`src/hdl/rhsl_pkg.sv`:
```
// Package for the RGB to HSL converter: payload types and conversion constants.
`timescale 1ns / 1ps

package rhsl_pkg;

	localparam int ChanW  = 8;
	localparam int HueW   = 9;

	// Number of restoring-division steps (one quotient bit each)
	localparam int DivSteps = 8;

	// Hue offsets per sector: 360 - 60 + 60*base, with base 0, 2, 4
	localparam logic [9:0] HueOfsRed   = 10'd300;
	localparam logic [9:0] HueOfsGreen = 10'd420;
	localparam logic [9:0] HueOfsBlue  = 10'd540;
	localparam logic [9:0] HueTurn     = 10'd360;

	// Full scale of saturation and lightness
	localparam logic [8:0] FullScale = 9'd255;

	typedef struct packed {
		logic [ChanW-1:0] red;
		logic [ChanW-1:0] green;
		logic [ChanW-1:0] blue;
	} pixel_t;

	typedef struct packed {
		logic [HueW-1:0]  hue;
		logic [ChanW-1:0] saturation;
		logic [ChanW-1:0] lightness;
	} hsl_t;

endpackage

```
`src/hdl/rgb_to_hsl_pixel_converter.sv`:
```
// RGB to HSL converter top level: min/max, numerator setup, bit-per-stage dividers.
`timescale 1ns / 1ps

// One pixel enters on every clock (busy is never raised) and its HSL result
// appears on result with done high after these registered stages:
// one stage for max/min and hue sector, one for the division operands, eight
// stages of restoring division that resolve one quotient bit each for the
// saturation and hue quotients in parallel, and one output register. The
// receiver cannot stall, so every result must be taken in its done cycle.
module rgb_to_hsl_pixel_converter (
	input  logic            clk,
	input  logic            arst_n,
	input  logic            start,
	output logic            busy,
	input  rhsl_pkg::pixel_t pixel,
	output logic            done,
	output rhsl_pkg::hsl_t  result
);
	import rhsl_pkg::*;

	typedef enum logic [1:0] {
		SEC_RED   = 2'd0,
		SEC_GREEN = 2'd1,
		SEC_BLUE  = 2'd2
	} sector_t;

	// Stage 1: max/min, sector and signed channel difference
	logic [7:0]        mx, mn;
	sector_t           sector;
	logic signed [8:0] diff;

	logic              valid_s1;
	logic [7:0]        d_s1;
	logic [8:0]        t_s1;
	sector_t           sector_s1;
	logic signed [8:0] diff_s1;

	always_comb begin
		mx = pixel.red;
		mn = pixel.red;
		if (pixel.green > mx) mx = pixel.green;
		if (pixel.blue > mx) mx = pixel.blue;
		if (pixel.green < mn) mn = pixel.green;
		if (pixel.blue < mn) mn = pixel.blue;
		// first channel equal to the max wins
		if (pixel.red == mx) begin
			sector = SEC_RED;
			diff   = $signed({1'b0, pixel.green}) - $signed({1'b0, pixel.blue});
		end else if (pixel.green == mx) begin
			sector = SEC_GREEN;
			diff   = $signed({1'b0, pixel.blue}) - $signed({1'b0, pixel.red});
		end else begin
			sector = SEC_BLUE;
			diff   = $signed({1'b0, pixel.red}) - $signed({1'b0, pixel.green});
		end
	end

	always_ff @(posedge clk) begin
		d_s1      <= mx - mn;
		t_s1      <= {1'b0, mx} + {1'b0, mn};
		sector_s1 <= sector;
		diff_s1   <= diff;
	end

	// Stage 2: rounded-division operands, floor((2n + m) / (2m))
	logic [8:0]  sat_den;
	logic [8:0]  hue_span;
	logic [9:0]  light_sum;

	logic        valid_s2;
	logic [16:0] sat_num_s2;
	logic [8:0]  sat_den_s2;
	logic [16:0] hue_num_s2;
	logic [8:0]  hue_den_s2;
	logic        grey_s2;
	sector_t     sector_s2;
	logic [7:0]  light_s2;

	always_comb begin
		// denominator is t for dark pixels, 510 - t for light ones
		if (t_s1 <= FullScale) sat_den = t_s1;
		else                   sat_den = 9'(({1'b0, FullScale} << 1) - {1'b0, t_s1});
		// diff + d lies in 0..2d, so the hue numerator never goes negative
		hue_span  = 9'($signed(diff_s1) + $signed({1'b0, d_s1}));
		light_sum = {1'b0, t_s1} + 10'd1;
	end

	always_ff @(posedge clk) begin
		sat_num_s2 <= 17'(17'd510 * {9'd0, d_s1}) + {8'd0, sat_den};
		sat_den_s2 <= {sat_den[7:0], 1'b0};
		hue_num_s2 <= 17'(17'd120 * {8'd0, hue_span}) + {9'd0, d_s1};
		hue_den_s2 <= {d_s1, 1'b0};
		grey_s2    <= (d_s1 == 8'd0);
		sector_s2  <= sector_s1;
		light_s2   <= light_sum[8:1];
	end

	// Stages 3..10: restoring division, one quotient bit per stage.
	// Index k of each array is pipeline stage 2 + k.
	logic        div_valid_s [0:DivSteps];
	logic [16:0] sat_rem_s   [0:DivSteps];
	logic [7:0]  sat_quo_s   [0:DivSteps];
	logic [8:0]  sat_den_s   [0:DivSteps];
	logic [16:0] hue_rem_s   [0:DivSteps];
	logic [7:0]  hue_quo_s   [0:DivSteps];
	logic [8:0]  hue_den_s   [0:DivSteps];
	logic        grey_s      [0:DivSteps];
	sector_t     sector_s    [0:DivSteps];
	logic [7:0]  light_s     [0:DivSteps];

	assign div_valid_s[0] = valid_s2;
	assign sat_rem_s[0]   = sat_num_s2;
	assign sat_quo_s[0]   = 8'd0;
	assign sat_den_s[0]   = sat_den_s2;
	assign hue_rem_s[0]   = hue_num_s2;
	assign hue_quo_s[0]   = 8'd0;
	assign hue_den_s[0]   = hue_den_s2;
	assign grey_s[0]      = grey_s2;
	assign sector_s[0]    = sector_s2;
	assign light_s[0]     = light_s2;

	for (genvar k = 0; k < DivSteps; k++) begin : g_div
		localparam int Sh = DivSteps - 1 - k;
		logic [16:0] sat_sub, hue_sub;
		logic        sat_ge, hue_ge;

		// trial subtract of the divisor aligned to this quotient bit
		always_comb begin
			sat_sub = 17'({8'd0, sat_den_s[k]} << Sh);
			hue_sub = 17'({8'd0, hue_den_s[k]} << Sh);
			sat_ge  = (sat_rem_s[k] >= sat_sub);
			hue_ge  = (hue_rem_s[k] >= hue_sub);
		end

		always_ff @(posedge clk or negedge arst_n) begin
			if (!arst_n) begin
				div_valid_s[k+1] <= 1'b0;
			end else begin
				div_valid_s[k+1] <= div_valid_s[k];
			end
		end

		always_ff @(posedge clk) begin
			sat_rem_s[k+1] <= sat_ge ? (sat_rem_s[k] - sat_sub) : sat_rem_s[k];
			sat_quo_s[k+1] <= {sat_quo_s[k][6:0], sat_ge};
			hue_rem_s[k+1] <= hue_ge ? (hue_rem_s[k] - hue_sub) : hue_rem_s[k];
			hue_quo_s[k+1] <= {hue_quo_s[k][6:0], hue_ge};
			sat_den_s[k+1] <= sat_den_s[k];
			hue_den_s[k+1] <= hue_den_s[k];
			grey_s[k+1]    <= grey_s[k];
			sector_s[k+1]  <= sector_s[k];
			light_s[k+1]   <= light_s[k];
		end
	end

	// Stage 11: sector offset, wrap into one turn, grey override
	logic [9:0] hue_ofs, hue_raw, hue_wrap;
	logic       done_q;
	hsl_t       result_q;

	always_comb begin
		case (sector_s[DivSteps])
			SEC_RED:   hue_ofs = HueOfsRed;
			SEC_GREEN: hue_ofs = HueOfsGreen;
			SEC_BLUE:  hue_ofs = HueOfsBlue;
			default:   hue_ofs = HueOfsRed;
		endcase
		hue_raw  = hue_ofs + {2'd0, hue_quo_s[DivSteps]};
		hue_wrap = (hue_raw >= HueTurn) ? (hue_raw - HueTurn) : hue_raw;
	end

	always_ff @(posedge clk) begin
		result_q.hue        <= grey_s[DivSteps] ? 9'd0 : hue_wrap[8:0];
		result_q.saturation <= grey_s[DivSteps] ? 8'd0 : sat_quo_s[DivSteps];
		result_q.lightness  <= light_s[DivSteps];
	end

	// Valid bits for the front stages and the output strobe
	always_ff @(posedge clk or negedge arst_n) begin
		if (!arst_n) begin
			valid_s1 <= 1'b0;
			valid_s2 <= 1'b0;
			done_q   <= 1'b0;
		end else begin
			valid_s1 <= start;
			valid_s2 <= valid_s1;
			done_q   <= div_valid_s[DivSteps];
		end
	end

	assign busy   = 1'b0;
	assign done   = done_q;
	assign result = result_q;

endmodule

```
`config.mk`:
```
export PLATFORM = sky130hd
export DESIGN_NAME = rgb_to_hsl_pixel_converter
export DESIGN_NICKNAME = d
export VERILOG_FILES = /design/src/hdl/rhsl_pkg.sv /design/src/hdl/rgb_to_hsl_pixel_converter.sv
export SDC_FILE = /design/constraint.sdc
export NUM_CORES = 1
export LEC_CHECK = 0
export BUFFER_PORTS_ARGS = -buffer_cell sky130_fd_sc_hd__buf_4
export CORE_UTILIZATION = 35
export DETAILED_ROUTE_END_ITERATION = 12
export GPL_ROUTABILITY_DRIVEN = 0
export GPL_TIMING_DRIVEN = 0
export MAX_ROUTING_LAYER = met4
export PLACE_DENSITY = 0.58
export SLEW_MARGIN = 0
export SYNTH_ARGS = -nofsm -noshare
export SYNTH_HDL_FRONTEND = slang
export SYNTH_SLANG_ARGS = --single-unit
```
`constraint.sdc`:
```
create_clock -name clk -period 6.25 [get_ports clk]
set_input_delay 0 -clock clk [delete_from_list [all_inputs] [get_ports clk]]
set_output_delay 0 -clock clk [all_outputs]
set_load 0.03 [all_outputs]
```
==> results of run 1 <==
## metal layers
metal	routed length (µm)	vias to the layer above	share of wire, %
met2	23390	235	48
met3	1573	122	3.2
met1	21750	7921	45
met4	1802	0	3.7
met5	0	-	0
li1	-	9227	-
## state kept, by name, indices dropped and copies added, names as in the netlist, 9 cells and up
register	cells
diff_s1	9
g_div.hue_sub	36
g_div.sat_sub	49
hue_num_s2	17
hue_quo_s	36
hue_rem_s	118
light_s	64
result	25
sat_num_s2	16
sat_quo_s	36
sat_rem_s	113
sector_s	16
t_s1	9
## cells in the final DEF, fill, tap and decap left out, types with 61 or more instances in the layout
master       n
nor2_1     172
nor2b_1     70
dfxtp_1    584
xnor2_1    125
a21oi_1    145
inv_1      321
nand2_1    139
xor2_1      93
ha_1       266
clkbuf_16   68
a21o_1      61
o21ai_0    137
## logic make-up (layout without fill, tap and decap cells)
family | Yosys count | in the layout
AOI/OAI and AO/OA | 496 | 496
xor gates and xnor gates | 218 | 218
adders and majority gates | 324 | 324
buffers and inverters | 354 | 541
DFF | 595 | 595
muxes | 55 | 55
other | 1 | 1
and+or+nand+nor | 615 | 615
## final cells by class
cell class / instances / area [µm²]
fillers: 7283 / 44040
multi-input cells: 1709 / 13120
flip-flops and latches: 595 / 11970
clock buffers: 88 / 1887
well taps: 969 / 1212
inverters: 322 / 1209
repair buffers: 69 / 560.5
clock inverters: 30 / 431.7
plain buffers: 32 / 147.6
## worst max-delay path, delay by kind of cell
family / cells / cell delay [ns]
buf+inv: 7 / 1.96
compound gates: 11 / 1.93
fa+ha+maj: 3 / 1.02
simple gates: 6 / 0.65
mux: 1 / 0.29
xor+xnor: 1 / 0.21
## per-stage QoR
step / util (%) / std cells / hold WS (ns) / worst slack (ns) / area [µm²]
2_1_floorplan: - / 2658 / -0.2956 / 1.494 / 26440
4_1_cts: 40.95 / 3814 / 0.009624 / 0.6735 / 30540
3_3_place_gp: 37.61 / 3679 / -0.1654 / 0.5220 / 28050
5_1_grt: 40.95 / 3814 / 0.05341 / 0.01525 / 30540
3_5_place_dp: 37.61 / 3679 / -0.1588 / 0.5235 / 28050
6_report: 40.95 / 3814 / 0.04384 / 0.6449 / 30540
## how the worst max path moves through the flow
stage,from,to,slack [ns],cells past startpoint
2_1_floorplan,pixel[9],t_s1[8],1.49,26
5_1_grt,pixel[10],d_s1[7],0.02,29
3_5_place_dp,pixel[9],d_s1[7],0.52,28
4_1_cts,pixel[10],d_s1[7],0.67,29
3_3_place_gp,pixel[9],t_s1[8],0.52,27
6_report,pixel[10],d_s1[7],0.64,29
## what timing repair did
| item | CTS | global route |
|---|---|---|
| endpoints found under the setup margin | 0 | 0 |
| buffers inserted | 0 | 0 |
| hold endpoints to repair | 20 | 0 |
| resized for setup | 0 | 0 |
| hold buffers | 17 | 0 |
==> results.sh, run 1 <==
export IMPL_routed_wirelength_um=48510
export IMPL_rsz0062_at_grt="no"
export IMPL_fin_crit_sh_pct=89.68
export IMPL_synth_mux_area_share_pct=2.214
export IMPL_clk_insertion_delay_late_ns=0.60
export IMPL_row_count=100
export IMPL_rr_worst_depth=15
export IMPL_tightest_slew_ns=1.012
export IMPL_syn_area_per_cell_um2=9.949
export IMPL_cts_root_buf="clkbuf_16"
export IMPL_drt_pass1_iter_count=5
export IMPL_met1_usage_pct=15.27
export IMPL_grtUsageMet3_pct=2.447
export IMPL_critPathMaxFanout=10
export IMPL_yosysUniqueCellTypes=66
export IMPL_htree_levels=3
export IMPL_slew_violations=0
export IMPL_drc=0
export IMPL_met2_usage_pct=22.93
export IMPL_r2r_setup_slack_ns=1.20
export IMPL_grt_pass1_wl_um=82560
export IMPL_whs_endpoint="diff_s1[3]"
export IMPL_antenna_found_initial=1
export IMPL_criticalPathCategory="in -> reg"
export IMPL_synth_most_common_cell="dfxtp_1"
export IMPL_maxSlewHeadroom_pct=31.98
export IMPL_critPathCaptureType="register"
export IMPL_viasPerCell=4.590
export IMPL_num_antenna_cells=0
export IMPL_tns_ns=0
export IMPL_min_period_ns=5.605
export IMPL_die_x_um=276.9
export IMPL_first_global_vias=17590
export IMPL_rr_startpoint="d_s1[7]"
export IMPL_clockBufferDepth=3
export IMPL_antenna_left=0
export IMPL_fin_worst_skew_ns=0.01645
export IMPL_grt_busiest_layer="met2"
export IMPL_cts_tree="yes"
export IMPL_synthSimpleGateAreaFrac_pct=11.63
export IMPL_initial_core_util_pct=35.46
export IMPL_dp_hpwl_um=37500
export IMPL_grt_max_degree=15
export IMPL_syn2layout_area_growth_pct=15.47
export IMPL_vias=17510
export IMPL_ys_seq_area_share_pct=45.25
export IMPL_cts_buffers=66
export IMPL_hold_depth=6
export IMPL_setup_violations=0
export IMPL_track_usage_pct=13.35
export IMPL_worst_setup_path_start_kind="input pin"
export IMPL_syn_inst=2658
export IMPL_port_buffers=52
export IMPL_hp_start="pixel[11]"
export IMPL_drive_gt1_share_pct=7.452
export IMPL_slowest_delay_ns=0.52
export IMPL_synth_adder_area_share_pct=16.86
export IMPL_hp_class="in -> reg"
export IMPL_core_area_mm2=0.07457
export IMPL_cp_slowest_cell="dlygate4sd3_1"
export IMPL_maxCapViolCount=0
export IMPL_status="finished, final reports clean"
export IMPL_cts_sinks=595
export IMPL_synth_top_family_by_area="adder cells"
export IMPL_fp_dieArea_mm2=0.07666
export IMPL_clkSlewWorstSetupHoldPaths_ns=0.05
export IMPL_async_reset_ff_share_pct=1.849
export IMPL_synth_edf_count=0
export IMPL_worstPathRequired_ns=6.75
export IMPL_routedWlPerCell_um=12.72
export IMPL_drtIter0Drc=593
export IMPL_synth_xor_xnor_area_share_pct=7.220
export IMPL_fmaxAchievable_mhz=178.4
export IMPL_synth_common_cells="584 x dfxtp_1, 321 x inv_1, 266 x ha_1"
export IMPL_die_h_um=276.9
export IMPL_reg2reg_to="sat_num_s2[14]"
export IMPL_synth_warnings=0
export IMPL_synthesis_nets=3006
export IMPL_yosysTopAreaCell="dfxtp_1"
export IMPL_crit_top_cell="nor2_1"
export IMPL_overflow=0
export IMPL_final_hold_viol_count=0
export IMPL_synth_seq_cells=595
export IMPL_io_pins=54
export IMPL_final_nets=3143
export IMPL_synth_main_ff_cell="dfxtp_1"
export IMPL_synth_area_mm2=0.02644
export IMPL_crit_arrival_ns=6.10
export IMPL_yosys_top_cells_area="dfxtp_1 44%, ha_1 13%, inv_1 4.6%"
export IMPL_synth_compound_area_share_pct=11.67
export IMPL_synth_top_area_share_pct=44.21
Power of run 1 is left out: the tool's default activity adds up to more than one toggle a clock period on the data nets, which glitch-free logic cannot reach.
==> inputs of run 2 (changes only) <==
ABC_AREA = 1   (was not set)
CORE_UTILIZATION = 55   (was 35)
PLACE_DENSITY = 0.82   (was 0.58)
clock period = 5.1 ns   (was 6.25 ns; I/O delays follow)
==> results.sh, run 2 <==
export IMPL_status="finished, final reports clean"
export IMPL_fp_dieArea_mm2=0.05090
export IMPL_initial_core_util_pct=55.95
export IMPL_fin_crit_sh_pct=95.18
export IMPL_layout_common_cells="577 x dfxtp_1, 482 x nand2_1, 473 x inv_1"
export IMPL_wl_met2_um=26930
export IMPL_fin_cells=3958
export IMPL_synth_compound_area_share_pct=9.027
export IMPL_die_x_um=225.6
export IMPL_antenna_found_initial=0
export IMPL_htree_levels=2
export IMPL_cts_sinks=595
export IMPL_cts_tree="yes"
export IMPL_synth_adder_area_share_pct=16.11
export IMPL_io_pins=54
export IMPL_largest_reg_flops=118
export IMPL_synth_top_family_by_area="simple AND/OR/NAND/NOR gates"
export IMPL_fin_worst_skew_ns=0.02121
export IMPL_synth_common_cells="584 x dfxtp_1, 482 x nand2_1, 473 x inv_1"
export IMPL_cts_buffers=57
export IMPL_yosysTopAreaCell="dfxtp_1"
export IMPL_synth_main_ff_cell="dfxtp_1"
export IMPL_regMostFlops="hue_rem_s"
export IMPL_final_common_cell="dfxtp_1"
export IMPL_num_antenna_cells=0
export IMPL_m1WireLength_um=20180
export IMPL_first_global_vias=20130
export IMPL_fin_util_pct=62.94
export IMPL_syn_area_per_cell_um2=8.834
export IMPL_slowest_delay_ns=0.55
export IMPL_row_count=81
export IMPL_routedWlPerCell_um=13.11
export IMPL_clk_insertion_delay_late_ns=0.61
export IMPL_setup_violations=0
export IMPL_synthesis_nets=3461
export IMPL_ys_seq_area_share_pct=43.51
export IMPL_postCtsSetupRepairBufs=0
export IMPL_yosys_top_cells_area="dfxtp_1 43%, ha_1 12%, nand2_1 6.6%"
export IMPL_dp_hpwl_um=39170
export IMPL_final_hold_viol_count=0
export IMPL_min_period_ns=4.854
export IMPL_synth_xor_xnor_area_share_pct=6.625
export IMPL_synth_mux_area_share_pct=0.08190
export IMPL_top_layer="met4"
export IMPL_maxSlewHeadroom_pct=46.41
export IMPL_clkSlewWorstSetupHoldPaths_ns=0.06
export IMPL_slew_violations=0
export IMPL_critPathMaxFanout=6
export IMPL_synth_warnings=0
export IMPL_maxCapViolCount=0
export IMPL_crit_arrival_ns=5.34
export IMPL_routed_wirelength_um=51900
export IMPL_grt_pass1_wl_um=87730
export IMPL_wl_met3_um=2287
export IMPL_syn_inst=3113
export IMPL_synth_edf_count=0
export IMPL_critPathCaptureType="register"
export IMPL_tightest_slew_ns=0.8039
export IMPL_final_nets=3595
export IMPL_fmaxAchievable_mhz=206.0
export IMPL_placed_cells=3829
export IMPL_vias=20120
export IMPL_drtIter0Drc=811
export IMPL_syn2layout_area_growth_pct=12.50
export IMPL_synth_most_common_cell="dfxtp_1"
export IMPL_yosysUniqueCellTypes=60
export IMPL_synth_seq_cells=595
export IMPL_drt_pass1_iter_count=5
export IMPL_clockBufferDepth=3
export IMPL_cp_slowest_cell="fa_1"
export IMPL_crit_chain="fa_2 -> fa_1 -> fa_1 -> inv_1 -> fa_1 -> inv_1 -> ha_1 -> a21o_1 -> a31oi_1 -> xor2_1 -> inv_1 -> ha_1 -> a21oi_1 -> a21boi_1 -> nor2_1 -> nand2_1 -> nor3_4 -> nand2_1 -> xor2_1"
export IMPL_overflow=0
export IMPL_antenna_left=0
export IMPL_synth_area_mm2=0.02750
export IMPL_core_area_mm2=0.04915
export IMPL_holdWs_ns=0.02952
export IMPL_viasPerCell=5.083
export IMPL_hp_class="in -> reg"
export IMPL_async_reset_ff_share_pct=1.849
export IMPL_synth_top_area_share_pct=42.51
export IMPL_largestRegisters="hue_rem_s: 118 flops, sat_rem_s: 113 flops, light_s: 64 flops"
export IMPL_track_usage_pct=21.49
export IMPL_cts_root_buf="clkbuf_16"
export IMPL_synthSimpleGateAreaFrac_pct=17.39
export IMPL_worst_setup_path_start_kind="register"
export IMPL_n_fill_cell=3889
export IMPL_criticalPathCategory="reg -> reg"
export IMPL_die_h_um=225.6
export IMPL_drive_gt1_share_pct=8.682
export IMPL_grt_max_degree=17
export IMPL_drc=0
export IMPL_worstPathRequired_ns=5.58
export IMPL_port_buffers=52
run 2: cell types whose count changed after synthesis, moves of 48 or more:
cell	delta
inv_1	+152
nand3_1	+102
a21o_1	-48
nand2_1	+343
xnor2_1	-53
nor2b_1	-70
a21oi_1	+53
run 2: worst paths after layout:
path	startpoint	slack, ns	depth (start not counted)	to
max	d_s1[2]	0.25	19	sat_num_s2[15]
min	pixel[14]	0.03	7	sector_s1[0]
max reg2reg	d_s1[2]	0.25	19	sat_num_s2[15]
min reg2reg	hue_quo_s[13]	0.31	0	hue_quo_s[6]
max in group asynchronous	arst_n	4.32	3	div_valid_s[6]
min in group asynchronous	arst_n	0.45	3	div_valid_s[1]
run 2: repair_timing:
| action | in CTS | in global routing |
|---|---|---|
| hold buffers | 24 | 0 |
| setup endpoints to repair | 3 | 15 |
| pin swaps | 0 | 1 |
| endpoints found under the hold margin | 27 | 0 |
| gates resized for setup | 2 | 16 |
run 2: final cells by class:
cell class | count | area [µm²] | share of cell area (%)
Buffer | 28 | 190.2 | 0.6147
Timing Repair Buffer | 76 | 630.6 | 2.038
Clock inverter | 24 | 242.7 | 0.7846
Clock buffer | 82 | 1690 | 5.464
Sequential cell | 595 | 11980 | 38.71
Multi-Input combinational cell | 2010 | 13580 | 43.89
Tap cell | 664 | 830.8 | 2.685
Inverter | 479 | 1798 | 5.811
run 2: critical path, delay by kind of cell, from the launching register on:
family,cells,cell delay (ns)
flip-flops,1,0.38
XOR/XNOR,2,0.32
adder cells (fa/ha/maj),6,2.73
AND/OR/NAND/NOR,4,0.54
AO/OA/AOI/OAI,4,0.61
buffers and inverters,3,0.15
run 2: through the flow:
step	TNS [ns]	area [µm²]	worst slack (ns)
detailed placement	-0.07856	28720	-0.07856
CTS	0	30900	0.04266
finish	0	30940	0.2458
floorplan	0	27500	0.4314
global placement	0	28720	0.01332
global route	-0.03122	30940	-0.02272
run 2: cells by family after synthesis:
kind of cell,Yosys count
AND/OR/NAND/NOR,1030
flip-flops,595
buffers and inverters,508
AO/OA/AOI/OAI,448
adder cells (fa/ha/maj),321
XOR/XNOR,208
multiplexers,2
other,1
run 2: per-layer routing:
metal,GRT usage (%),up-vias
li1,-,10350
met4,11.32,0
met5,-,-
met3,3.292,181
met1,21.19,9101
met2,40.38,482
Power of run 2 is left out for the same reason.
